**src/rtl/nts_pkg.sv**
```systemverilog
// ----------------------------------------------------------------------------
// nts_pkg
// Shared constants, types and helpers of the nearest thumbnail downscaler.
// ----------------------------------------------------------------------------
`default_nettype none

package nts_pkg;

    localparam int MAX_THUMB_WIDTH = 160;
    localparam int SRC_MAX         = 4096;

    localparam int DIM_W   = 13;     // source width or height, 1..4096
    localparam int POS_W   = 12;     // source column or row, 0..4095
    localparam int TW_W    = 8;      // thumbnail width and column
    localparam int TH_W    = 13;     // thumbnail height and row
    localparam int COLOR_W = 8;

    localparam int DIV_N_W     = 20;  // widest dividend: height times thumbnail width
    localparam int DIV_D_W     = 13;
    localparam int DIV_STEPS   = DIV_N_W;
    localparam int DIV_CNT_W   = $clog2(DIV_STEPS);

    localparam int CFG_INDEX_W = 1;
    localparam int CFG_DATA_W  = 13;

    localparam logic [CFG_INDEX_W-1:0] CFG_SOURCE_WIDTH  = 1'd0;
    localparam logic [CFG_INDEX_W-1:0] CFG_SOURCE_HEIGHT = 1'd1;

    localparam logic [DIM_W-1:0]   SOURCE_WIDTH_RESET  = 13'd640;
    localparam logic [DIM_W-1:0]   SOURCE_HEIGHT_RESET = 13'd480;
    localparam logic [COLOR_W-1:0] ALPHA_FULL          = 8'hFF;

    typedef enum logic [1:0] {
        DIV_TH,
        DIV_COL,
        DIV_ROW
    } div_sel_t;

    typedef struct packed {
        logic     latch_dims;
        logic     div_start;
        div_sel_t div_sel;
        logic     take_pixel;
    } nts_cmd_t;

    typedef struct packed {
        logic at_origin;
        logic div_done;
        logic out_free;
    } nts_sts_t;

    function automatic logic [DIM_W-1:0] clamp_dim(input logic [DIM_W-1:0] v);
        logic [DIM_W-1:0] r;
        if (v == '0)
            r = DIM_W'(1);
        else if (v > DIM_W'(SRC_MAX))
            r = DIM_W'(SRC_MAX);
        else
            r = v;
        return r;
    endfunction

endpackage

`default_nettype wire

```
**src/rtl/nts_if.sv**
```systemverilog
// ----------------------------------------------------------------------------
// nts_if
// Request channels of the downscaler: source pixels, thumbnail pixels and
// register writes.
// ----------------------------------------------------------------------------
`default_nettype none

interface nts_pix_in_if;
    logic       valid;
    logic       ready;
    logic [7:0] blue;
    logic [7:0] green;
    logic [7:0] red;

    modport source (output valid, output blue, output green, output red, input ready);
    modport sink   (input valid, input blue, input green, input red, output ready);
endinterface

interface nts_pix_out_if;
    logic       valid;
    logic       ready;
    logic [7:0] out_blue;
    logic [7:0] out_green;
    logic [7:0] out_red;
    logic [7:0] out_alpha;
    logic       row_end;
    logic       frame_end;

    modport source (output valid, output out_blue, output out_green, output out_red,
                    output out_alpha, output row_end, output frame_end, input ready);
    modport sink   (input valid, input out_blue, input out_green, input out_red,
                    input out_alpha, input row_end, input frame_end, output ready);
endinterface

interface nts_cfg_if
    import nts_pkg::*;
    ();
    logic                   valid;
    logic                   ready;
    logic [CFG_INDEX_W-1:0] index;
    logic [CFG_DATA_W-1:0]  data;

    modport source (output valid, output index, output data, input ready);
    modport sink   (input valid, input index, input data, output ready);
endinterface

`default_nettype wire

```
**src/rtl/nts_div.sv**
```systemverilog
// ----------------------------------------------------------------------------
// nts_div
// Restoring divider, one quotient bit per cycle, used for the frame setup.
// ----------------------------------------------------------------------------
`default_nettype none

module nts_div
    import nts_pkg::*;
(
    input  wire logic               clk,
    input  wire logic               rst_n,
    input  wire logic               start,
    input  wire logic [DIV_N_W-1:0] dividend,
    input  wire logic [DIV_D_W-1:0] divisor,
    output logic                    done,
    output logic [DIV_N_W-1:0]      quotient,
    output logic [DIV_D_W-1:0]      remainder
);

    logic                 busy_reg, busy_next;
    logic                 done_reg, done_next;
    logic [DIV_CNT_W-1:0] cnt_reg, cnt_next;
    logic [DIV_N_W-1:0]   quo_reg, quo_next;
    logic [DIV_D_W-1:0]   rem_reg, rem_next;
    logic [DIV_D_W-1:0]   dsr_reg, dsr_next;

    logic [DIV_D_W:0]     shifted;
    logic [DIV_D_W:0]     trial;

    assign shifted = {rem_reg, quo_reg[DIV_N_W-1]};
    assign trial   = shifted - {1'b0, dsr_reg};

    always_comb
    begin
        busy_next = busy_reg;
        done_next = 1'b0;
        cnt_next  = cnt_reg;
        quo_next  = quo_reg;
        rem_next  = rem_reg;
        dsr_next  = dsr_reg;
        if (start)
        begin
            busy_next = 1'b1;
            cnt_next  = '0;
            quo_next  = dividend;
            rem_next  = '0;
            dsr_next  = divisor;
        end
        else if (busy_reg)
        begin
            if (shifted >= {1'b0, dsr_reg})
            begin
                rem_next = trial[DIV_D_W-1:0];
                quo_next = {quo_reg[DIV_N_W-2:0], 1'b1};
            end
            else
            begin
                rem_next = shifted[DIV_D_W-1:0];
                quo_next = {quo_reg[DIV_N_W-2:0], 1'b0};
            end
            cnt_next = cnt_reg + 1'b1;
            if (cnt_reg == DIV_CNT_W'(DIV_STEPS - 1))
            begin
                busy_next = 1'b0;
                done_next = 1'b1;
            end
        end
    end

    always_ff @(posedge clk or negedge rst_n)
    begin
        if (!rst_n)
        begin
            busy_reg <= 1'b0;
            done_reg <= 1'b0;
            cnt_reg  <= '0;
        end
        else
        begin
            busy_reg <= busy_next;
            done_reg <= done_next;
            cnt_reg  <= cnt_next;
        end
    end

    always_ff @(posedge clk)
    begin
        quo_reg <= quo_next;
        rem_reg <= rem_next;
        dsr_reg <= dsr_next;
    end

    assign done      = done_reg;
    assign quotient  = quo_reg;
    assign remainder = rem_reg;

endmodule

`default_nettype wire

```
**src/rtl/nts_dp.sv**
```systemverilog
// ----------------------------------------------------------------------------
// nts_dp
// Datapath: registers, frame geometry, position counters, pick steppers and
// the output register.
// ----------------------------------------------------------------------------
`default_nettype none

module nts_dp
    import nts_pkg::*;
(
    input  wire logic                   clk,
    input  wire logic                   rst_n,
    input  wire nts_cmd_t               cmd,
    output nts_sts_t                    sts,
    input  wire logic                   cfg_valid,
    input  wire logic [CFG_INDEX_W-1:0] cfg_index,
    input  wire logic [CFG_DATA_W-1:0]  cfg_data,
    input  wire logic [COLOR_W-1:0]     blue,
    input  wire logic [COLOR_W-1:0]     green,
    input  wire logic [COLOR_W-1:0]     red,
    input  wire logic                   out_ready,
    output logic                        out_valid,
    output logic [COLOR_W-1:0]          out_blue,
    output logic [COLOR_W-1:0]          out_green,
    output logic [COLOR_W-1:0]          out_red,
    output logic [COLOR_W-1:0]          out_alpha,
    output logic                        row_end,
    output logic                        frame_end
);

    // registers and frame geometry
    logic [DIM_W-1:0] cfg_w_reg, cfg_w_next;
    logic [DIM_W-1:0] cfg_h_reg, cfg_h_next;
    logic [DIM_W-1:0] w_reg, w_next;
    logic [DIM_W-1:0] h_reg, h_next;
    logic [TW_W-1:0]  tw_reg, tw_next;
    logic [TH_W-1:0]  th_reg, th_next;
    logic [DIM_W-1:0] col_step_q_reg, col_step_q_next;
    logic [TW_W-1:0]  col_step_r_reg, col_step_r_next;
    logic [DIM_W-1:0] row_step_q_reg, row_step_q_next;
    logic [TH_W-1:0]  row_step_r_reg, row_step_r_next;
    div_sel_t         div_sel_reg, div_sel_next;

    // positions
    logic [POS_W-1:0] scol_reg, scol_next;
    logic [POS_W-1:0] srow_reg, srow_next;
    logic [TW_W-1:0]  tcol_reg, tcol_next;
    logic [TH_W-1:0]  trow_reg, trow_next;
    logic [DIM_W-1:0] col_q_reg, col_q_next;
    logic [TW_W-1:0]  col_r_reg, col_r_next;
    logic [DIM_W-1:0] row_q_reg, row_q_next;
    logic [TH_W-1:0]  row_r_reg, row_r_next;

    // output register
    logic               ov_reg, ov_next;
    logic [COLOR_W-1:0] ob_reg, ob_next;
    logic [COLOR_W-1:0] og_reg, og_next;
    logic [COLOR_W-1:0] or_reg, or_next;
    logic               ore_reg, ore_next;
    logic               ofe_reg, ofe_next;

    // divider
    logic [DIV_N_W-1:0] div_n;
    logic [DIV_D_W-1:0] div_d;
    logic               div_done;
    logic [DIV_N_W-1:0] div_q;
    logic [DIV_D_W-1:0] div_r;
    logic [DIM_W+TW_W-1:0] th_prod;

    // step logic
    logic [DIM_W-1:0] w_clamp;
    logic [DIM_W-1:0] h_clamp;
    logic             row_picked;
    logic             pick;
    logic             re;
    logic             fe;
    logic [DIM_W-1:0] scol_sum;
    logic [DIM_W-1:0] srow_sum;
    logic [TW_W:0]    col_r_sum;
    logic [TH_W:0]    row_r_sum;
    logic             row_wrap;

    nts_div u_div (
        .clk       (clk),
        .rst_n     (rst_n),
        .start     (cmd.div_start),
        .dividend  (div_n),
        .divisor   (div_d),
        .done      (div_done),
        .quotient  (div_q),
        .remainder (div_r)
    );

    assign th_prod = (DIM_W+TW_W)'(h_reg) * (DIM_W+TW_W)'(tw_reg);

    always_comb
    begin
        unique case (cmd.div_sel)
            DIV_TH:
            begin
                div_n = th_prod[DIV_N_W-1:0];
                div_d = w_reg;
            end
            DIV_COL:
            begin
                div_n = DIV_N_W'(w_reg);
                div_d = DIV_D_W'(tw_reg);
            end
            DIV_ROW:
            begin
                div_n = DIV_N_W'(h_reg);
                div_d = DIV_D_W'(th_reg);
            end
            default:
            begin
                div_n = '0;
                div_d = '0;
            end
        endcase
    end

    assign w_clamp = clamp_dim(cfg_w_reg);
    assign h_clamp = clamp_dim(cfg_h_reg);

    assign row_picked = ({1'b0, srow_reg} == row_q_reg) && (trow_reg < th_reg);
    assign pick       = row_picked && (tcol_reg < tw_reg) && ({1'b0, scol_reg} == col_q_reg);
    assign re         = (tcol_reg + 1'b1) == tw_reg;
    assign fe         = re && ((trow_reg + 1'b1) == th_reg);

    assign scol_sum  = {1'b0, scol_reg} + 1'b1;
    assign srow_sum  = {1'b0, srow_reg} + 1'b1;
    assign row_wrap  = scol_sum >= w_reg;
    assign col_r_sum = {1'b0, col_r_reg} + {1'b0, col_step_r_reg};
    assign row_r_sum = {1'b0, row_r_reg} + {1'b0, row_step_r_reg};

    always_comb
    begin
        cfg_w_next      = cfg_w_reg;
        cfg_h_next      = cfg_h_reg;
        w_next          = w_reg;
        h_next          = h_reg;
        tw_next         = tw_reg;
        th_next         = th_reg;
        col_step_q_next = col_step_q_reg;
        col_step_r_next = col_step_r_reg;
        row_step_q_next = row_step_q_reg;
        row_step_r_next = row_step_r_reg;
        div_sel_next    = div_sel_reg;
        scol_next       = scol_reg;
        srow_next       = srow_reg;
        tcol_next       = tcol_reg;
        trow_next       = trow_reg;
        col_q_next      = col_q_reg;
        col_r_next      = col_r_reg;
        row_q_next      = row_q_reg;
        row_r_next      = row_r_reg;
        ov_next         = ov_reg;
        ob_next         = ob_reg;
        og_next         = og_reg;
        or_next         = or_reg;
        ore_next        = ore_reg;
        ofe_next        = ofe_reg;

        if (cfg_valid)
        begin
            unique case (cfg_index)
                CFG_SOURCE_WIDTH:  cfg_w_next = cfg_data;
                CFG_SOURCE_HEIGHT: cfg_h_next = cfg_data;
                default:           ;
            endcase
        end

        // frame start
        if (cmd.latch_dims)
        begin
            w_next = w_clamp;
            h_next = h_clamp;
            if (w_clamp < DIM_W'(MAX_THUMB_WIDTH))
                tw_next = w_clamp[TW_W-1:0];
            else
                tw_next = TW_W'(MAX_THUMB_WIDTH);
            tcol_next  = '0;
            trow_next  = '0;
            col_q_next = '0;
            col_r_next = '0;
            row_q_next = '0;
            row_r_next = '0;
        end

        if (cmd.div_start)
            div_sel_next = cmd.div_sel;

        if (div_done)
        begin
            unique case (div_sel_reg)
                DIV_TH:
                begin
                    if (div_q == '0)
                        th_next = TH_W'(1);
                    else
                        th_next = div_q[TH_W-1:0];
                end
                DIV_COL:
                begin
                    col_step_q_next = div_q[DIM_W-1:0];
                    col_step_r_next = div_r[TW_W-1:0];
                end
                DIV_ROW:
                begin
                    row_step_q_next = div_q[DIM_W-1:0];
                    row_step_r_next = div_r[TH_W-1:0];
                end
                default: ;
            endcase
        end

        if (out_ready)
            ov_next = 1'b0;

        if (cmd.take_pixel)
        begin
            if (pick)
            begin
                ov_next   = 1'b1;
                ob_next   = blue;
                og_next   = green;
                or_next   = red;
                ore_next  = re;
                ofe_next  = fe;
                tcol_next = tcol_reg + 1'b1;
                if (col_r_sum >= {1'b0, tw_reg})
                begin
                    col_r_next = TW_W'(col_r_sum - {1'b0, tw_reg});
                    col_q_next = col_q_reg + col_step_q_reg + 1'b1;
                end
                else
                begin
                    col_r_next = col_r_sum[TW_W-1:0];
                    col_q_next = col_q_reg + col_step_q_reg;
                end
            end

            if (row_wrap)
            begin
                scol_next = '0;
                if (row_picked)
                begin
                    trow_next  = trow_reg + 1'b1;
                    tcol_next  = '0;
                    col_q_next = '0;
                    col_r_next = '0;
                    if (row_r_sum >= {1'b0, th_reg})
                    begin
                        row_r_next = TH_W'(row_r_sum - {1'b0, th_reg});
                        row_q_next = row_q_reg + row_step_q_reg + 1'b1;
                    end
                    else
                    begin
                        row_r_next = row_r_sum[TH_W-1:0];
                        row_q_next = row_q_reg + row_step_q_reg;
                    end
                end
                if (srow_sum >= h_reg)
                    srow_next = '0;
                else
                    srow_next = srow_sum[POS_W-1:0];
            end
            else
            begin
                scol_next = scol_sum[POS_W-1:0];
            end
        end
    end

    always_ff @(posedge clk or negedge rst_n)
    begin
        if (!rst_n)
        begin
            cfg_w_reg   <= SOURCE_WIDTH_RESET;
            cfg_h_reg   <= SOURCE_HEIGHT_RESET;
            w_reg       <= '0;
            h_reg       <= '0;
            tw_reg      <= '0;
            th_reg      <= '0;
            div_sel_reg <= DIV_TH;
            scol_reg    <= '0;
            srow_reg    <= '0;
            tcol_reg    <= '0;
            trow_reg    <= '0;
            col_q_reg   <= '0;
            col_r_reg   <= '0;
            row_q_reg   <= '0;
            row_r_reg   <= '0;
            ov_reg      <= 1'b0;
        end
        else
        begin
            cfg_w_reg   <= cfg_w_next;
            cfg_h_reg   <= cfg_h_next;
            w_reg       <= w_next;
            h_reg       <= h_next;
            tw_reg      <= tw_next;
            th_reg      <= th_next;
            div_sel_reg <= div_sel_next;
            scol_reg    <= scol_next;
            srow_reg    <= srow_next;
            tcol_reg    <= tcol_next;
            trow_reg    <= trow_next;
            col_q_reg   <= col_q_next;
            col_r_reg   <= col_r_next;
            row_q_reg   <= row_q_next;
            row_r_reg   <= row_r_next;
            ov_reg      <= ov_next;
        end
    end

    always_ff @(posedge clk)
    begin
        col_step_q_reg <= col_step_q_next;
        col_step_r_reg <= col_step_r_next;
        row_step_q_reg <= row_step_q_next;
        row_step_r_reg <= row_step_r_next;
        ob_reg         <= ob_next;
        og_reg         <= og_next;
        or_reg         <= or_next;
        ore_reg        <= ore_next;
        ofe_reg        <= ofe_next;
    end

    assign sts.at_origin = (scol_reg == '0) && (srow_reg == '0);
    assign sts.div_done  = div_done;
    assign sts.out_free  = !ov_reg || out_ready;

    assign out_valid = ov_reg;
    assign out_blue  = ob_reg;
    assign out_green = og_reg;
    assign out_red   = or_reg;
    assign out_alpha = ALPHA_FULL;
    assign row_end   = ore_reg;
    assign frame_end = ofe_reg;

endmodule

`default_nettype wire

```
**src/rtl/nts_ctrl.sv**
```systemverilog
// ----------------------------------------------------------------------------
// nts_ctrl
// Controller: frame setup sequence and input acceptance.
// ----------------------------------------------------------------------------
`default_nettype none

module nts_ctrl
    import nts_pkg::*;
(
    input  wire logic     clk,
    input  wire logic     rst_n,
    input  wire nts_sts_t sts,
    input  wire logic     in_valid,
    output logic          in_ready,
    output nts_cmd_t      cmd
);

    typedef enum logic [2:0] {
        ST_RUN,
        ST_DIV_TH,
        ST_WAIT_TH,
        ST_DIV_COL,
        ST_WAIT_COL,
        ST_DIV_ROW,
        ST_WAIT_ROW
    } state_t;

    state_t state_reg, state_next;
    logic   armed_reg, armed_next;
    logic   setup_needed;

    assign setup_needed = sts.at_origin && !armed_reg;
    assign in_ready     = (state_reg == ST_RUN) && sts.out_free && !setup_needed;

    always_comb
    begin
        state_next     = state_reg;
        armed_next     = armed_reg;
        cmd.latch_dims = 1'b0;
        cmd.div_start  = 1'b0;
        cmd.div_sel    = DIV_TH;
        cmd.take_pixel = 1'b0;
        unique case (state_reg)
            ST_RUN:
            begin
                if (in_valid && in_ready)
                begin
                    cmd.take_pixel = 1'b1;
                    armed_next     = 1'b0;
                end
                else if (in_valid && setup_needed)
                begin
                    cmd.latch_dims = 1'b1;
                    state_next     = ST_DIV_TH;
                end
            end
            ST_DIV_TH:
            begin
                cmd.div_start = 1'b1;
                cmd.div_sel   = DIV_TH;
                state_next    = ST_WAIT_TH;
            end
            ST_WAIT_TH:
            begin
                if (sts.div_done)
                    state_next = ST_DIV_COL;
            end
            ST_DIV_COL:
            begin
                cmd.div_start = 1'b1;
                cmd.div_sel   = DIV_COL;
                state_next    = ST_WAIT_COL;
            end
            ST_WAIT_COL:
            begin
                if (sts.div_done)
                    state_next = ST_DIV_ROW;
            end
            ST_DIV_ROW:
            begin
                cmd.div_start = 1'b1;
                cmd.div_sel   = DIV_ROW;
                state_next    = ST_WAIT_ROW;
            end
            ST_WAIT_ROW:
            begin
                if (sts.div_done)
                begin
                    armed_next = 1'b1;
                    state_next = ST_RUN;
                end
            end
            default:
            begin
                state_next = ST_RUN;
            end
        endcase
    end

    always_ff @(posedge clk or negedge rst_n)
    begin
        if (!rst_n)
        begin
            state_reg <= ST_RUN;
            armed_reg <= 1'b0;
        end
        else
        begin
            state_reg <= state_next;
            armed_reg <= armed_next;
        end
    end

endmodule

`default_nettype wire

```
**src/rtl/nearest_thumbnail_downscaler.sv**
```systemverilog
// ----------------------------------------------------------------------------
// nearest_thumbnail_downscaler
// Nearest neighbour thumbnail scaler for a raster pixel stream.
// ----------------------------------------------------------------------------
// pix_in carries source pixels (blue, green, red) in raster order; pix_out
// carries the kept pixels with alpha 255 and row_end / frame_end marks.
// cfg writes source_width (index 0) and source_height (index 1); it is always
// ready and takes effect at the next frame start.
// a frame starts whenever a request arrives at source position (0,0). the
// request is then held while a setup sequence runs the shared restoring
// divider three times (thumbnail height, column step, row step) after a
// step that latches the dimensions; each run starts the divider and waits
// for its done. after setup one source pixel is taken per cycle while
// pix_out is free; a kept pixel appears on pix_out in the cycle after it
// is taken, dropped pixels give nothing.
// pix_out is a single output register: when the receiver stalls with a
// result pending, pix_in stops taking requests until it is read.
// reset clears all positions, sets the registers to 640 by 480 and leaves
// the first pixel to start a new frame.
// ----------------------------------------------------------------------------
`default_nettype none

module nearest_thumbnail_downscaler
    import nts_pkg::*;
(
    input  wire logic clk,
    input  wire logic rst_n,
    nts_pix_in_if.sink    pix_in,
    nts_pix_out_if.source pix_out,
    nts_cfg_if.sink       cfg
);

    nts_cmd_t cmd;
    nts_sts_t sts;
    logic     in_ready;

    assign pix_in.ready = in_ready;
    assign cfg.ready    = 1'b1;

    nts_ctrl u_ctrl (
        .clk      (clk),
        .rst_n    (rst_n),
        .sts      (sts),
        .in_valid (pix_in.valid),
        .in_ready (in_ready),
        .cmd      (cmd)
    );

    nts_dp u_dp (
        .clk       (clk),
        .rst_n     (rst_n),
        .cmd       (cmd),
        .sts       (sts),
        .cfg_valid (cfg.valid),
        .cfg_index (cfg.index),
        .cfg_data  (cfg.data),
        .blue      (pix_in.blue),
        .green     (pix_in.green),
        .red       (pix_in.red),
        .out_ready (pix_out.ready),
        .out_valid (pix_out.valid),
        .out_blue  (pix_out.out_blue),
        .out_green (pix_out.out_green),
        .out_red   (pix_out.out_red),
        .out_alpha (pix_out.out_alpha),
        .row_end   (pix_out.row_end),
        .frame_end (pix_out.frame_end)
    );

endmodule

`default_nettype wire
```
**src/flat_wrapper.sv**
```systemverilog
// flat-port wrapper written by rule: the top's interface ports become plain ports
module nearest_thumbnail_downscaler_flat import nts_pkg::*;
  (clk, rst_n, pix_in_valid, pix_in_blue, pix_in_green, pix_in_red, pix_in_ready, pix_out_valid, pix_out_out_blue, pix_out_out_green, pix_out_out_red, pix_out_out_alpha, pix_out_row_end, pix_out_frame_end, pix_out_ready, cfg_valid, cfg_index, cfg_data, cfg_ready);
  nts_pix_in_if pix_in_i ();
  nts_pix_out_if pix_out_i ();
  nts_cfg_if cfg_i ();
  input  wire logic clk;
  input  wire logic rst_n;
  input wire logic [$bits(pix_in_i.valid)-1:0] pix_in_valid;
  input wire logic [$bits(pix_in_i.blue)-1:0] pix_in_blue;
  input wire logic [$bits(pix_in_i.green)-1:0] pix_in_green;
  input wire logic [$bits(pix_in_i.red)-1:0] pix_in_red;
  output wire logic [$bits(pix_in_i.ready)-1:0] pix_in_ready;
  output wire logic [$bits(pix_out_i.valid)-1:0] pix_out_valid;
  output wire logic [$bits(pix_out_i.out_blue)-1:0] pix_out_out_blue;
  output wire logic [$bits(pix_out_i.out_green)-1:0] pix_out_out_green;
  output wire logic [$bits(pix_out_i.out_red)-1:0] pix_out_out_red;
  output wire logic [$bits(pix_out_i.out_alpha)-1:0] pix_out_out_alpha;
  output wire logic [$bits(pix_out_i.row_end)-1:0] pix_out_row_end;
  output wire logic [$bits(pix_out_i.frame_end)-1:0] pix_out_frame_end;
  input wire logic [$bits(pix_out_i.ready)-1:0] pix_out_ready;
  input wire logic [$bits(cfg_i.valid)-1:0] cfg_valid;
  input wire logic [$bits(cfg_i.index)-1:0] cfg_index;
  input wire logic [$bits(cfg_i.data)-1:0] cfg_data;
  output wire logic [$bits(cfg_i.ready)-1:0] cfg_ready;
  assign pix_in_i.valid = pix_in_valid;
  assign pix_in_i.blue = pix_in_blue;
  assign pix_in_i.green = pix_in_green;
  assign pix_in_i.red = pix_in_red;
  assign pix_in_ready = pix_in_i.ready;
  assign pix_out_valid = pix_out_i.valid;
  assign pix_out_out_blue = pix_out_i.out_blue;
  assign pix_out_out_green = pix_out_i.out_green;
  assign pix_out_out_red = pix_out_i.out_red;
  assign pix_out_out_alpha = pix_out_i.out_alpha;
  assign pix_out_row_end = pix_out_i.row_end;
  assign pix_out_frame_end = pix_out_i.frame_end;
  assign pix_out_i.ready = pix_out_ready;
  assign cfg_i.valid = cfg_valid;
  assign cfg_i.index = cfg_index;
  assign cfg_i.data = cfg_data;
  assign cfg_ready = cfg_i.ready;
  nearest_thumbnail_downscaler u_core (.clk(clk), .rst_n(rst_n), .pix_in(pix_in_i), .pix_out(pix_out_i), .cfg(cfg_i));
endmodule
```
**config.mk**
```make
export PLATFORM = sky130hd
export DESIGN_NAME = nearest_thumbnail_downscaler_flat
export DESIGN_NICKNAME = d
export VERILOG_FILES = /design/src/rtl/nts_pkg.sv /design/src/rtl/nts_if.sv /design/src/rtl/nts_div.sv /design/src/rtl/nts_dp.sv /design/src/rtl/nts_ctrl.sv /design/src/rtl/nearest_thumbnail_downscaler.sv /design/src/flat_wrapper.sv
export SDC_FILE = /design/constraint.sdc
export NUM_CORES = 1
export LEC_CHECK = 0
export BUFFER_PORTS_ARGS = -buffer_cell sky130_fd_sc_hd__buf_2
export CORE_ASPECT_RATIO = 1.25
export CORE_MARGIN = 1.5
export CORE_UTILIZATION = 48
export CTS_CLUSTER_DIAMETER = 60
export DETAILED_ROUTE_END_ITERATION = 6
export HOLD_SLACK_MARGIN = 0.03
export MAX_ROUTING_LAYER = met4
export PLACE_DENSITY = 0.71
export SYNTH_ARGS = -nofsm -noshare
export SYNTH_HDL_FRONTEND = slang
export SYNTH_SLANG_ARGS = --single-unit
```
**constraint.sdc**
```tcl
create_clock -name clk -period 5.7 [get_ports clk]
set_input_delay 0.285 -clock clk [delete_from_list [all_inputs] [get_ports clk]]
set_output_delay 0.285 -clock clk [all_outputs]
set_load 0.02 [all_outputs]
```
# Word level (Yosys, flattened, before mapping)
# Index checks and enable logic that the tools add are counted.
[op_classes]
n_eq_ne = 21
mul = 1
reduce_logical = 33
addsub = 14
bitwise = 1
muxes = 71
magnitude_cmp = 10
[ops]
columns = ["cell", "n"]
rows = [
  ["2-to-1 mux 13 bit", 26],
  ["2-to-1 mux 8 bit", 12],
  ["case mux 20 bit (3 select lines)", 1],
  ["2-to-1 mux 20 bit", 2],
  ["adder 13 x 1 -> 13 bit, second input constant", 3],
  ["case mux 13 bit (3 select lines)", 1],
  ["greater-or-equal comparator 14 x 13 -> 1 bit", 2],
  ["adder 12 x 1 -> 13 bit, second input constant", 2],
  ["adder 13 bit", 2],
  ["== test 12 x 13 -> 1 bit", 2],
  ["greater-or-equal comparator 13 bit", 2],
  ["> comparator 13 bit, second input constant", 2],
  ["logical NOT 13 bit", 2],
  ["subtractor 13 bit", 2],
  ["logical NOT 12 bit", 2],
  ["2-to-1 mux 12 bit", 2],
  ["case mux 3 bit (7 select lines)", 1],
  ["logical NOT 20 bit", 1],
  ["multiplier 13 x 8 -> 20 bit", 1],
  ["2-to-1 mux 1 bit", 17],
  ["2-to-1 mux 3 bit", 5],
  ["adder 13 x 13 -> 14 bit", 1],
  ["AND reduction 2 bit", 7],
  ["== test 13 bit", 1],
  ["other kinds (29)", 52],
]
[word_totals]
word_cells = 184
register_bits = 298
inputBits = 43

# Longest topological paths before layout
# Gate-level depths: netlist of the first run.
[depth]
depth_word = 13
mapped_depth = 22
ltp_nobuf = 20

# Cells and area by module
# From an unflattened synthesis of the first run, not the netlist that was laid out.
[hier_totals]
hier_cells = 2226
hier_area_um2 = 21733.3
[modules_own_cells]
columns = ["mod", "instances", "area_each_um2", "cells_per_inst", "seq_area_each_um2"]
rows = [
  ["nts_dp", 1, 18496.5, 1939, 6403.6],
  ["nts_div", 1, 2951.6, 256, 1426.4],
  ["nts_ctrl", 1, 274.0, 29, 100.1],
  ["nearest_thumbnail_downscaler", 1, 11.3, 2, 0.0],
]

# Worst setup path after synthesis of the first run
# OpenSTA, ideal clock, no wires.
[synth_timing]
path_kind = "register to register"
startpoint = "register u_core.u_dp.tw_reg[6]"
endpoint = "register u_core.u_dp.u_div.quo_reg[19], in the netlist u_core.u_dp.u_div.quotient[19], data pin"
t_arrival_ns = 5.075
setup_ns = 0.256
stages_incl_launch_ff = 20
period_less_slack_ns = 5.331
required_ns = 5.444
slack_ns = 0.369
cell_sequence = "dfrtp_1 > clkbuf_1 > clkinv_1 > nor2_1 > fa_1 > fa_1 > fa_1 > inv_1 > fa_1 > inv_1 > ha_1 > a21oi_1 > nor2b_1 > o21a_1 > o21a_1 > a311o_1 > a211o_1 > a21oi_1 > xnor2_1 > a22o_1"
[synth_via]
elab_chain_len = 3
[synth_lines]
columns = ["element", "line_no", "source"]
rows = [
  ["start, declared", "nts_dp.sv:36", "logic [TW_W-1:0] tw_reg, tw_next;"],
  ["start signal, assigned", "nts_dp.sv:302", "tw_reg <= tw_next;"],
  ["multiplier 13 x 8 -> 20 bit", "nts_dp.sv:94", "assign th_prod = (DIM_W+TW_W)'(h_reg) * (DIM_W+TW_W)'(tw_reg);"],
  ["case mux 20 bit (3 select lines)", "nts_dp.sv:98", "unique case (cmd.div_sel)"],
  ["2-to-1 mux 20 bit", "nts_div.sv:41", "if (start)"],
  ["net u_core.u_dp.u_div.quo_next[19]", "nts_div.sv:23", "logic [DIV_N_W-1:0] quo_reg, quo_next;"],
  ["end signal, assigned", "nts_div.sv:88", "quo_reg <= quo_next;"],
  ["end, declared", "nts_div.sv:23", ""],
]
# The timed path passes the listed nets, and every way through them passes these cells.
# A chain may end at the register's enable or synchronous reset.

# Worst setup path in the final report of the first run
[layout_timing]
startpoint = "register u_core.u_dp.h_reg[6]"
endpoint = "register u_core.u_dp.u_div.quo_reg[19], in the netlist u_core.u_dp.u_div.quotient[19], data pin"
[layout_via]
elab_chain_len = 3
[layout_lines]
columns = ["element", "line_no", "source"]
rows = [
  ["start, declared", "nts_dp.sv:35", "logic [DIM_W-1:0] h_reg, h_next;"],
  ["start signal, assigned", "nts_dp.sv:301", "h_reg <= h_next;"],
  ["multiplier 13 x 8 -> 20 bit", "nts_dp.sv:94", ""],
  ["case mux 20 bit (3 select lines)", "nts_dp.sv:98", ""],
  ["2-to-1 mux 20 bit", "nts_div.sv:41", ""],
  ["net u_core.u_dp.u_div.quo_next[19]", "nts_div.sv:23", ""],
]
# The timed path passes the listed nets, and every way through them passes these cells.

==> reports/metrics.cfg, run 1 <==
[cells_and_area]
fin_util = 0.540
diodes = 0
final_area_sq_um = 23700
fillerInstances = 3874
drive_above_1_share = 0.102
stdcell_count = 2905
syn2layout_area_growth_pct = 11.5
fin_nets = 2595
most-common-layout-cells = 185 x nor2_1, 174 x ha_1, 173 x dfrtp_1, 164 x inv_1, 159 x nand2_1
final_common_cell = nor2_1
largest_register_ff_count = 20

[critical_path]
cp_slowest_cell = fa_1
critPathMostFrequentCell = fa_1
crit_path_max_incr_delay_ps = 570
critical_path_class = reg -> reg
worst_ep_arrival_time_ps = 5680
cp.required_ps = 5990
reg2reg_from = u_core.u_dp.h_reg[6]
cp-end-kind = flip-flop
regToRegSetupSlack_ps = 320
crit_start = u_core.u_dp.h_reg[6]
path_cells = clkinvlp_4 > nor2_1 > fa_1 > fa_1 > fa_1 > inv_1 > fa_1 > inv_1 > ha_1 > a21oi_2 > nor2b_1 > o21a_1 > o21a_1 > a311o_1 > a211o_1 > a21oi_1 > xnor2_1 > a22o_1
worstSetupStartpointType = flip-flop
path_buf_inv = 3
cpLargestDelayFamily = adder cells
critPathMaxFanout = 8

[pwr]
leakage_nw = 10.8
max-vdd-ir-drop_uv = 230
powerDensity_nw_per_um2 = 202

[sta]
timing.final.crit_share = 0.944
relSlewSlack = 0.207
rsz0062_at_grt = no
worst_slew_pin_slew_ps = 1190
finalSetupTns_ps = 0
max_clock_freq_mhz = 186
hold_viol_final = 0
whs_ps = 44.6
finalClockSkew_ps = 22.1
slew_viol_final = 0
fin_crit_ps = 5380
setup_viol = 0

[yosys]
seq_area_frac_synth = 0.373
synth-seq-cells = 298
avgSynthCellArea_sq_um = 9.56
synthFlopType = dfrtp_1
syn_inst = 2224
yosysWarnings = 0
synth_edf_count = 106
synth_cell_type_count = 85
async_flop_share = 0.601
synth_area_sq_um = 21300

[grt]
grt_pass1_vias = 16612
antenna_found_initial = 0
grt_use_total = 0.277
overflow = 0
grt_max_degree = 70
grt_pass1_wl_um = 94100

[routing]
wl_per_cell_um = 20.8
initialDrtViolationCount = 1238
route.vias.total = 16906
drc = 0
dr.pass1.iters = 5
routed_wl_um = 60300
ant_nets = 0
via_per_inst = 5.82

[clocking]
htreeDepth = 2
root_buffer = clkbuf_16
clkTransAtPathRegs_ps = 60
clock_path_buffers = 3
clkSinkCount = 298
cts_buffers = 35
clk_latency_ps = 550
cts_tree = built

[placed_design]
dp_hpwl_um = 46000
placed_area_sq_um = 22200
portBuffers = 70
routabilityCongestion = 0.954
placed_cells = 2810

[floorplan]
die_w_um = 191
die_y_um = 238
rows = 86
die_area_sq_um = 45600
start_util = 0.484
io-pin-count = 80
core_area_sq_um = 43900

[run]
cap_violations = 0

[status]
outcome = complete, no violations

[min_path]
hold_class = in -> reg
min-delay-start = cfg_data[6]

synth_stat cells, drive strengths merged (4+ instances only):
library cell	number	area, sq um
clkbuf	57	214
o22ai	21	131
o21bai	7	52.6
nand2b	40	250
buf	48	324
o41ai	7	87.6
mux2i	21	210
a2111oi	6	68.8
dfstp	6	158
fa	72	1440
and2	17	106
nor2	186	698
o211ai	11	82.6
a21o	18	135
o32ai	4	35.0
inv	167	627
nor3b	6	45.0
a211o	6	52.6
nand3	91	455
dfxtp	13	260
nand3b	5	37.5
nor2b	27	169
nand4	22	138
clkinv	6	22.5
and3	37	231
nor4	26	169
o21ai	190	951
o21a	25	188
dfrtp	173	4330
edfxtp	106	3180
nand2	160	608
xor2	70	613
or2	6	37.5
mux2	28	315
o31ai	19	163
ha	174	2180
nor3	36	190
a21oi	107	551
a211oi	15	113
a22o	30	263
xnor2	110	963
path summary, 6_finish.rpt:
check / depth (start not counted) / endpoint
worst max-delay path: 18 / u_core.u_dp.u_div.quotient[19]
worst min-delay path: 2 / u_core.u_dp.cfg_h_reg[6]
worst max register to register: 18 / u_core.u_dp.u_div.quotient[19]
worst min register to register: 0 / u_core.u_dp.row_step_r_reg[12]
max in group asynchronous: 3 / u_core.u_dp.cfg_w_reg[0]
min in group asynchronous: 2 / u_core.u_dp.col_q_reg[4]
through the flow:
stage / power, mW / setup WS [ps]
after floorplan: 2.36 / 369
after global placement: 2.42 / 383
after detailed placement: 2.43 / 212
after CTS: 4.82 / 168
after global routing: 4.92 / 69.9
final: 4.78 / 317
routing by layer:
metal	wire (um)	part of all wire	up-vias	track usage
met5	0	0	-	-
met4	3260	0.054	0	0.139
met3	3390	0.056	143	0.0347
met2	29200	0.48	590	0.454
met1	24400	0.41	8204	0.337
li1	-	-	7969	-
where the power goes:
group / internal, mW / switching (mW) / total [mW]
Clock: 1.41 / 0.975 / 2.38
Sequential: 2.24 / 0.0350 / 2.28
Combinational: 0.0591 / 0.0650 / 0.124
cells by family (layout without fill, tap and decap cells):
| kind of cell | count (synthesis) | count (layout) | synth area share |
|---|---|---|---|
| and+or+nand+nor | 676 | 676 | 0.154 |
| AOI/OAI and AO/OA | 495 | 495 | 0.147 |
| DFF | 298 | 298 | 0.373 |
| buffers and inverters | 278 | 379 | 0.0558 |
| adders and majority gates | 247 | 247 | 0.171 |
| xor gates and xnor gates | 180 | 180 | 0.0741 |
| muxes | 49 | 49 | 0.0247 |
| other | 1 | 9 | 0.000176 |
cell type report:
cell class	count	area (sq um)	area share
timing repair buffer	142	977	0.0412
tap	572	716	0.0302
sequential	298	7930	0.335
clock buffer	40	957	0.0404
clock inverter	24	264	0.0111
inverter	173	657	0.0277
multi-input combinational	1656	12200	0.515
what timing repair did:
action | 4_1_cts | 5_1_grt
hold buffers | 31 | 0
endpoints found under the setup margin | 0 | 1
setup buffers | 0 | 0
endpoints found under the hold margin | 87 | 0
gates resized for setup | 0 | 4
(Power assumes the default switching activity.)
==> run 2: changes to the inputs <==
--- a/config.mk
+++ b/config.mk
@@ -6,14 +6,16 @@
 export NUM_CORES = 1
 export LEC_CHECK = 0
 export BUFFER_PORTS_ARGS = -buffer_cell sky130_fd_sc_hd__buf_2
+export CELL_PAD_IN_SITES_DETAIL_PLACEMENT = 1
+export CELL_PAD_IN_SITES_GLOBAL_PLACEMENT = 2
 export CORE_ASPECT_RATIO = 1.25
 export CORE_MARGIN = 1.5
-export CORE_UTILIZATION = 48
+export CORE_UTILIZATION = 37
 export CTS_CLUSTER_DIAMETER = 60
 export DETAILED_ROUTE_END_ITERATION = 6
 export HOLD_SLACK_MARGIN = 0.03
 export MAX_ROUTING_LAYER = met4
-export PLACE_DENSITY = 0.71
+export PLACE_DENSITY = 0.81
 export SYNTH_ARGS = -nofsm -noshare
 export SYNTH_HDL_FRONTEND = slang
 export SYNTH_SLANG_ARGS = --single-unit
==> run 2 against run 1 <==
Final cell count up 6.6%. Cell area up 1.3%. Non-clock buffer count up 8. Fmax down 0.39%. Flip-flop and latch count unchanged. First-iteration DRC count down 38%. Clock power up 2%. Die area up 29%. Global-route usage down 3.4 points. Power up 1.3%. Via count up 1.1%. Critical endpoint unchanged.
==> reports/metrics.cfg, run 2 (same netlist as run 1, synthesis figures left out) <==
[cells_and_area]
largest_register_ff_count = 20  ; unchanged
fin_nets = 2607  ; was 2,595
final_common_cell = nor2_1  ; unchanged
stdcell_count = 3097  ; was 2,905
diodes = 0  ; unchanged
final_area_sq_um = 24000  ; was 23,700 sq um
syn2layout_area_growth_pct = 13.0  ; was 11.5%
drive_above_1_share = 0.103  ; was 0.102
most-common-layout-cells = 185 x nor2_1, 174 x ha_1, 173 x dfrtp_1, 163 x inv_1, 159 x nand2_1  ; was 185 x nor2_1, 174 x ha_1, 173 x dfrtp_1, 164 x inv_1, 159 x nand2_1

[critical_path]
cp.required_ps = 6020  ; was 5990 ps
critPathMaxFanout = 12  ; was 8
crit_path_max_incr_delay_ps = 550  ; was 570 ps
path_buf_inv = 3  ; unchanged
path_cells = inv_1 > nor2_1 > fa_1 > fa_1 > fa_1 > inv_1 > fa_1 > inv_1 > ha_1 > a21oi_1 > nor2b_1 > o21a_1 > o21a_1 > a311o_1 > a211o_1 > a21oi_1 > xnor2_1 > a22o_1  ; was clkinvlp_4 > nor2_1 > fa_1 > fa_1 > fa_1 > inv_1 > fa_1 > inv_1 > ha_1 > a21oi_2 > nor2b_1 > o21a_1 > o21a_1 > a311o_1 > a211o_1 > a21oi_1 > xnor2_1 > a22o_1
critical_path_class = reg -> reg  ; unchanged
worst_ep_arrival_time_ps = 5720  ; was 5680 ps
critPathMostFrequentCell = fa_1  ; unchanged
cp-end-kind = flip-flop  ; unchanged
cpLargestDelayFamily = adder cells  ; unchanged
cp_slowest_cell = fa_1  ; unchanged
worstSetupStartpointType = flip-flop  ; unchanged

[clocking]
root_buffer = clkbuf_16  ; unchanged
clkSinkCount = 298  ; unchanged
clkTransAtPathRegs_ps = 60  ; about the same
clock_path_buffers = 3  ; unchanged
cts_buffers = 39  ; was 35
clk_latency_ps = 570  ; was 550 ps
htreeDepth = 2  ; unchanged
cts_tree = built  ; unchanged

[min_path]
hold_class = in -> reg  ; unchanged

[sta]
setup_viol = 0  ; unchanged
whs_ps = 163  ; was 44.6 ps
max_clock_freq_mhz = 185  ; was 186 MHz
finalSetupTns_ps = 0  ; unchanged
relSlewSlack = 0.194  ; was 0.207
fin_crit_ps = 5400  ; was 5380 ps
worst_slew_pin_slew_ps = 1210  ; was 1190 ps
hold_viol_final = 0  ; unchanged
slew_viol_final = 0  ; unchanged
finalClockSkew_ps = 26.7  ; was 22.1 ps
timing.final.crit_share = 0.948  ; was 0.944

[grt]
grt_max_degree = 74  ; was 70
grt_pass1_vias = 17850  ; was 16,612
grt_use_total = 0.244  ; was 0.277
overflow = 0  ; unchanged
grt_pass1_wl_um = 107000  ; was 94,100 um
antenna_found_initial = 0  ; unchanged

[floorplan]
rows = 98  ; was 86
die_w_um = 217  ; was 191 um
core_area_sq_um = 57000  ; was 43,900 sq um
io-pin-count = 80  ; unchanged
start_util = 0.373  ; was 0.484
die_y_um = 271  ; was 238 um
die_area_sq_um = 58900  ; was 45,600 sq um

[routing]
wl_per_cell_um = 22.3  ; was 20.8 um
ant_nets = 0  ; unchanged
dr.pass1.iters = 5  ; unchanged
via_per_inst = 5.52  ; was 5.82
drc = 0  ; unchanged
routed_wl_um = 69100  ; was 60,300 um
route.vias.total = 17097  ; was 16,906
initialDrtViolationCount = 763  ; was 1,238

[placed_design]
portBuffers = 70  ; unchanged
placed_cells = 2983  ; was 2,810
routabilityCongestion = 0.896  ; was 0.954
dp_hpwl_um = 53200  ; was 46,000 um
placed_area_sq_um = 22400  ; was 22,200 sq um

[pwr]
max-vdd-ir-drop_uv = 195  ; was 230 uV
leakage_nw = 10.9  ; was 10.8 nW
powerDensity_nw_per_um2 = 202  ; about the same

[run]
cap_violations = 0  ; unchanged

[status]
outcome = complete, no violations  ; unchanged

## run 2: changes by cell type in the layout (fill, tap and decap cells not counted), sizes merged, moves of 2 or more
cell,before,now
clkbuf,41,49
dlygate4sd3,31,38
clkinv,16,12
clkinvlp,4,7
bufinv,4,2
## run 2: final cells by class
cell class                 instances  area [sq um]
fill                            6474         33000
multi-input combinational       1656         12200
sequential                       298          7930
timing repair buffer             150          1050
clock buffer                      48          1020
tap                              750           938
inverter                         173           657
clock inverter                    22           213
## run 2: stage by stage
step	util	total power [mW]	worst slack, ps
after floorplan	-	2.36	369
after global placement	0.392	2.43	303
after detailed placement	0.392	2.44	196
after CTS	0.420	4.91	149
after global routing	0.421	4.99	-6.63
final	0.421	4.84	296
## run 2: worst reg2reg max path: cells and delay by family (launching register included)
kind | cells | cell delay, ps
xor+xnor | 1 | 80
simple gates | 2 | 230
flops | 1 | 370
compound gates | 7 | 1630
fa+ha+maj | 5 | 2380
buf+inv | 3 | 460
## run 2: metal layers
metal / vias up / wire length (um) / track usage
li1: 7987 / - / -
met1: 8625 / 28600 / 0.287
met2: 351 / 35000 / 0.420
met3: 134 / 2290 / 0.0239
met4: 0 / 3230 / 0.105
met5: - / 0 / -
## run 2: final timing paths
check                                                     start                              to  cells past startpoint  slack (ps)
worst max register to register            u_core.u_dp.tw_reg[2]  u_core.u_dp.u_div.quotient[19]                     18         300
worst min-delay path                              pix_out_ready           u_core.u_dp.out_valid                      3         160
min in group asynchronous                                 rst_n        u_core.u_dp.col_q_reg[4]                      2         310
max in group asynchronous                                 rst_n            u_core.u_dp.h_reg[7]                      3        4000
worst min register to register  u_core.u_dp.u_div.remainder[12]  u_core.u_dp.row_step_r_reg[12]                      0         470
worst max-delay path                      u_core.u_dp.tw_reg[2]  u_core.u_dp.u_div.quotient[19]                     18         300
## run 2: what timing repair did
item	4_1_cts	5_1_grt
hold buffers	38	0
hold endpoints to repair	121	0
gates resized for setup	0	4
setup endpoints to repair	0	4
setup buffers	0	6
## run 2: report_power, final
group	switching (mW)	leakage (nW)	total (mW)	internal [mW]
Sequential	0.0362	3.47	2.28	2.24
Clock	1.04	0.589	2.43	1.39
Combinational	0.0765	6.80	0.139	0.0623
==> run 3: changes to the inputs <==
--- a/config.mk
+++ b/config.mk
@@ -6,7 +6,7 @@
 export NUM_CORES = 1
 export LEC_CHECK = 0
 export BUFFER_PORTS_ARGS = -buffer_cell sky130_fd_sc_hd__buf_2
-export CELL_PAD_IN_SITES_DETAIL_PLACEMENT = 1
+export CELL_PAD_IN_SITES_DETAIL_PLACEMENT = 0
 export CELL_PAD_IN_SITES_GLOBAL_PLACEMENT = 2
 export CORE_ASPECT_RATIO = 1.25
 export CORE_MARGIN = 1.5
==> run 3 against run 2 <==
Clock power increased by 7%. Setup slack improved by 8.9 ps. Fmax increased by 0.16%. Utilization increased by 0.25 points. Flip-flop and latch count unchanged. Die area unchanged. Count of clock-buffer cells in the layout increased by 1. Cell area increased by 0.58%. Power increased by 3.2%. Sequential share of layout area decreased by 0.19 points. Final cell count increased by 0.16%. Via count decreased by 2.0%. Critical path type unchanged.
==> reports/metrics.cfg, run 3 (same netlist as run 1, synthesis figures left out) <==
[sta]
fin_crit_ps = 5400  ; about the same
finalClockSkew_ps = 33.4  ; was 26.7 ps
finalSetupTns_ps = 0  ; unchanged
hold_viol_final = 0  ; unchanged
setup_viol = 0  ; unchanged
relSlewSlack = 0.220  ; was 0.194
whs_ps = 170  ; was 163 ps
timing.final.crit_share = 0.947  ; was 0.948
rsz0062_at_grt = no
slew_viol_final = 0  ; unchanged
worst_slew_pin_slew_ps = 1170  ; was 1210 ps
max_clock_freq_mhz = 185  ; about the same

[min_path]
worstHoldEndpoint = u_core.u_dp.out_valid  ; unchanged
min-delay-start = pix_out_ready  ; unchanged
hold_path_depth = 3  ; unchanged
hold_class = in -> reg  ; unchanged

[routing]
met2_length_um = 32000  ; was 35,000 um
wl_per_cell_um = 20.8  ; was 22.3 um
initialDrtViolationCount = 1008  ; was 763
top_layer_used = met4  ; unchanged
dr.pass1.iters = 5  ; unchanged
route.vias.total = 16752  ; was 17,097
routed_wl_um = 64400  ; was 69,100 um
routed-wl-met3_um = 2670  ; was 2290 um
via_per_inst = 5.40  ; was 5.52
drc = 0  ; unchanged
ant_nets = 0  ; unchanged
drt-met1-wl_um = 26900  ; was 28,600 um

[pwr]
switching_share = 0.236  ; was 0.238
clkPwrFrac = 0.517  ; was 0.501
powerDensity_nw_per_um2 = 207  ; was 202 nW/um^2
max-vdd-ir-drop_uv = 244  ; was 195 uV
p_int_mw = 3.82  ; was 3.69 mW
p_total_mw = 5.00  ; was 4.84 mW
power_frac_seq = 0.455  ; was 0.470
combPwrFrac = 0.027  ; was 0.029
leakage_nw = 10.9  ; about the same
p_sw_mw = 1.18  ; was 1.15 mW

[critical_path]
critPathMaxFanout = 7  ; was 12
reg2reg_from = u_core.u_dp.h_reg[5]  ; was u_core.u_dp.tw_reg[2]
crit_path_max_incr_delay_ps = 560  ; was 550 ps
critical_path_class = reg -> reg  ; unchanged
cp_slowest_cell = fa_1  ; unchanged
ff2ff_path_depth = 18  ; unchanged
path_cells = inv_1 > nor2_1 > fa_1 > fa_1 > fa_1 > inv_1 > fa_1 > inv_1 > ha_1 > a21oi_1 > nor2b_1 > o21a_1 > o21a_1 > a311o_1 > a211o_1 > a21oi_1 > xnor2_1 > a22o_1  ; unchanged
r2r_end = u_core.u_dp.u_div.quotient[19]  ; unchanged
cp-end-kind = flip-flop  ; unchanged
worstSetupStartpointType = flip-flop  ; unchanged
cpLargestDelayFamily = adder cells  ; unchanged
regToRegSetupSlack_ps = 300  ; about the same
path_buf_inv = 3  ; unchanged
worst_ep_arrival_time_ps = 5700  ; was 5720 ps
critPathMostFrequentCell = fa_1  ; unchanged
cp.required_ps = 6000  ; was 6020 ps

[grt]
grt_pass1_vias = 16623  ; was 17,850
grt_use_total = 0.227  ; was 0.244
overflow = 0  ; unchanged
grt_max_degree = 74  ; unchanged
antenna_found_initial = 0  ; unchanged
grt_pass1_wl_um = 99300  ; was 107,000 um

[placed_design]
portBuffers = 70  ; unchanged
placed_cells = 2983  ; unchanged
dp_hpwl_um = 49700  ; was 53,200 um
placed_area_sq_um = 22400  ; unchanged
routabilityCongestion = 0.896  ; unchanged

[cells_and_area]
fin_nets = 2609  ; was 2,607
final_common_cell = nor2_1  ; unchanged
fillerInstances = 5577  ; was 6,474
syn2layout_area_growth_pct = 13.6  ; was 13.0%
diodes = 0  ; unchanged
drive_above_1_share = 0.105  ; was 0.103
final_area_sq_um = 24200  ; was 24,000 sq um
largest_register_ff_count = 20  ; unchanged
most-common-layout-cells = 185 x nor2_1, 174 x ha_1, 173 x dfrtp_1, 163 x inv_1, 159 x nand2_1  ; unchanged
stdcell_count = 3102  ; was 3,097

[clocking]
clk_latency_ps = 580  ; was 570 ps
clkSinkCount = 298  ; unchanged
cts_tree = built  ; unchanged
htreeDepth = 2  ; unchanged
clkTransAtPathRegs_ps = 70  ; was 60 ps
clock_path_buffers = 3  ; unchanged
root_buffer = clkbuf_16  ; unchanged
cts_buffers = 40  ; was 39

[floorplan]
die_w_um = 217  ; unchanged
die_area_sq_um = 58900  ; unchanged
die_y_um = 271  ; unchanged
io-pin-count = 80  ; unchanged
rows = 98  ; unchanged
core_area_sq_um = 57000  ; unchanged
start_util = 0.373  ; unchanged

[status]
outcome = complete, no violations  ; unchanged

[run]
cap_violations = 0  ; unchanged

-- run 3: worst max path at each step --
| stage | cells after the start | to | from | slack (ps) |
|---|---|---|---|---|
| 2_1_floorplan | 19 | u_core.u_dp.u_div.quotient[19] | u_core.u_dp.tw_reg[6] | 370 |
| 3_3_place_gp | 18 | u_core.u_dp.u_div.quotient[19] | u_core.u_dp.tw_reg[4] | 300 |
| 3_5_place_dp | 18 | u_core.u_dp.u_div.quotient[19] | u_core.u_dp.tw_reg[4] | 270 |
| 4_1_cts | 18 | u_core.u_dp.u_div.quotient[19] | u_core.u_dp.tw_reg[4] | 200 |
| 5_1_grt | 18 | u_core.u_dp.u_div.quotient[19] | u_core.u_dp.tw_reg[2] | 0.05 |
| 6_report | 18 | u_core.u_dp.u_div.quotient[19] | u_core.u_dp.h_reg[5] | 300 |
-- run 3: worst min-delay path: cells and delay by family --
kind / cells / cell delay (ps)
AOI/OAI and AO/OA: 1 / 110
and+or+nand+nor: 1 / 190
buffers and inverters: 1 / 70
-- run 3: repair_timing --
action,CTS,global route
buffers inserted,0,7
hold endpoints to repair,121,0
gates resized for setup,0,5
setup endpoints to repair,0,4
hold buffers,38,0
-- run 3: power by group through the flow --
stage	Sequential, mW	Clock, mW	Combinational, mW
2_1_floorplan	2.30	0	0.0586
4_1_cts	2.28	2.65	0.141
3_5_place_dp	2.32	0	0.120
3_3_place_gp	2.32	0	0.117
6_report	2.28	2.59	0.136
5_1_grt	2.28	2.73	0.150
-- run 3: cell type report --
cell class                      count  area [sq um]  area share
Tap cell                          750           938      0.0388
Timing Repair Buffer              151          1060      0.0440
Clock buffer                       49          1080      0.0446
Clock inverter                     25           280      0.0116
Inverter                          173           664      0.0275
Multi-Input combinational cell   1656         12200       0.505
Sequential cell                   298          7930       0.328
-- run 3: stage by stage --
stage	setup WS [ps]	utilization
after floorplan	369	-
after global placement	303	0.392
after detailed placement	274	0.392
after CTS	202	0.422
after global routing	0.0546	0.424
final	304	0.424
-- run 3: metal layers --
| layer | global-route usage | up-vias |
|---|---|---|
| met4 | 0.0919 | 0 |
| met2 | 0.382 | 383 |
| met5 | - | - |
| li1 | - | 8005 |
| met3 | 0.0260 | 106 |
| met1 | 0.274 | 8258 |
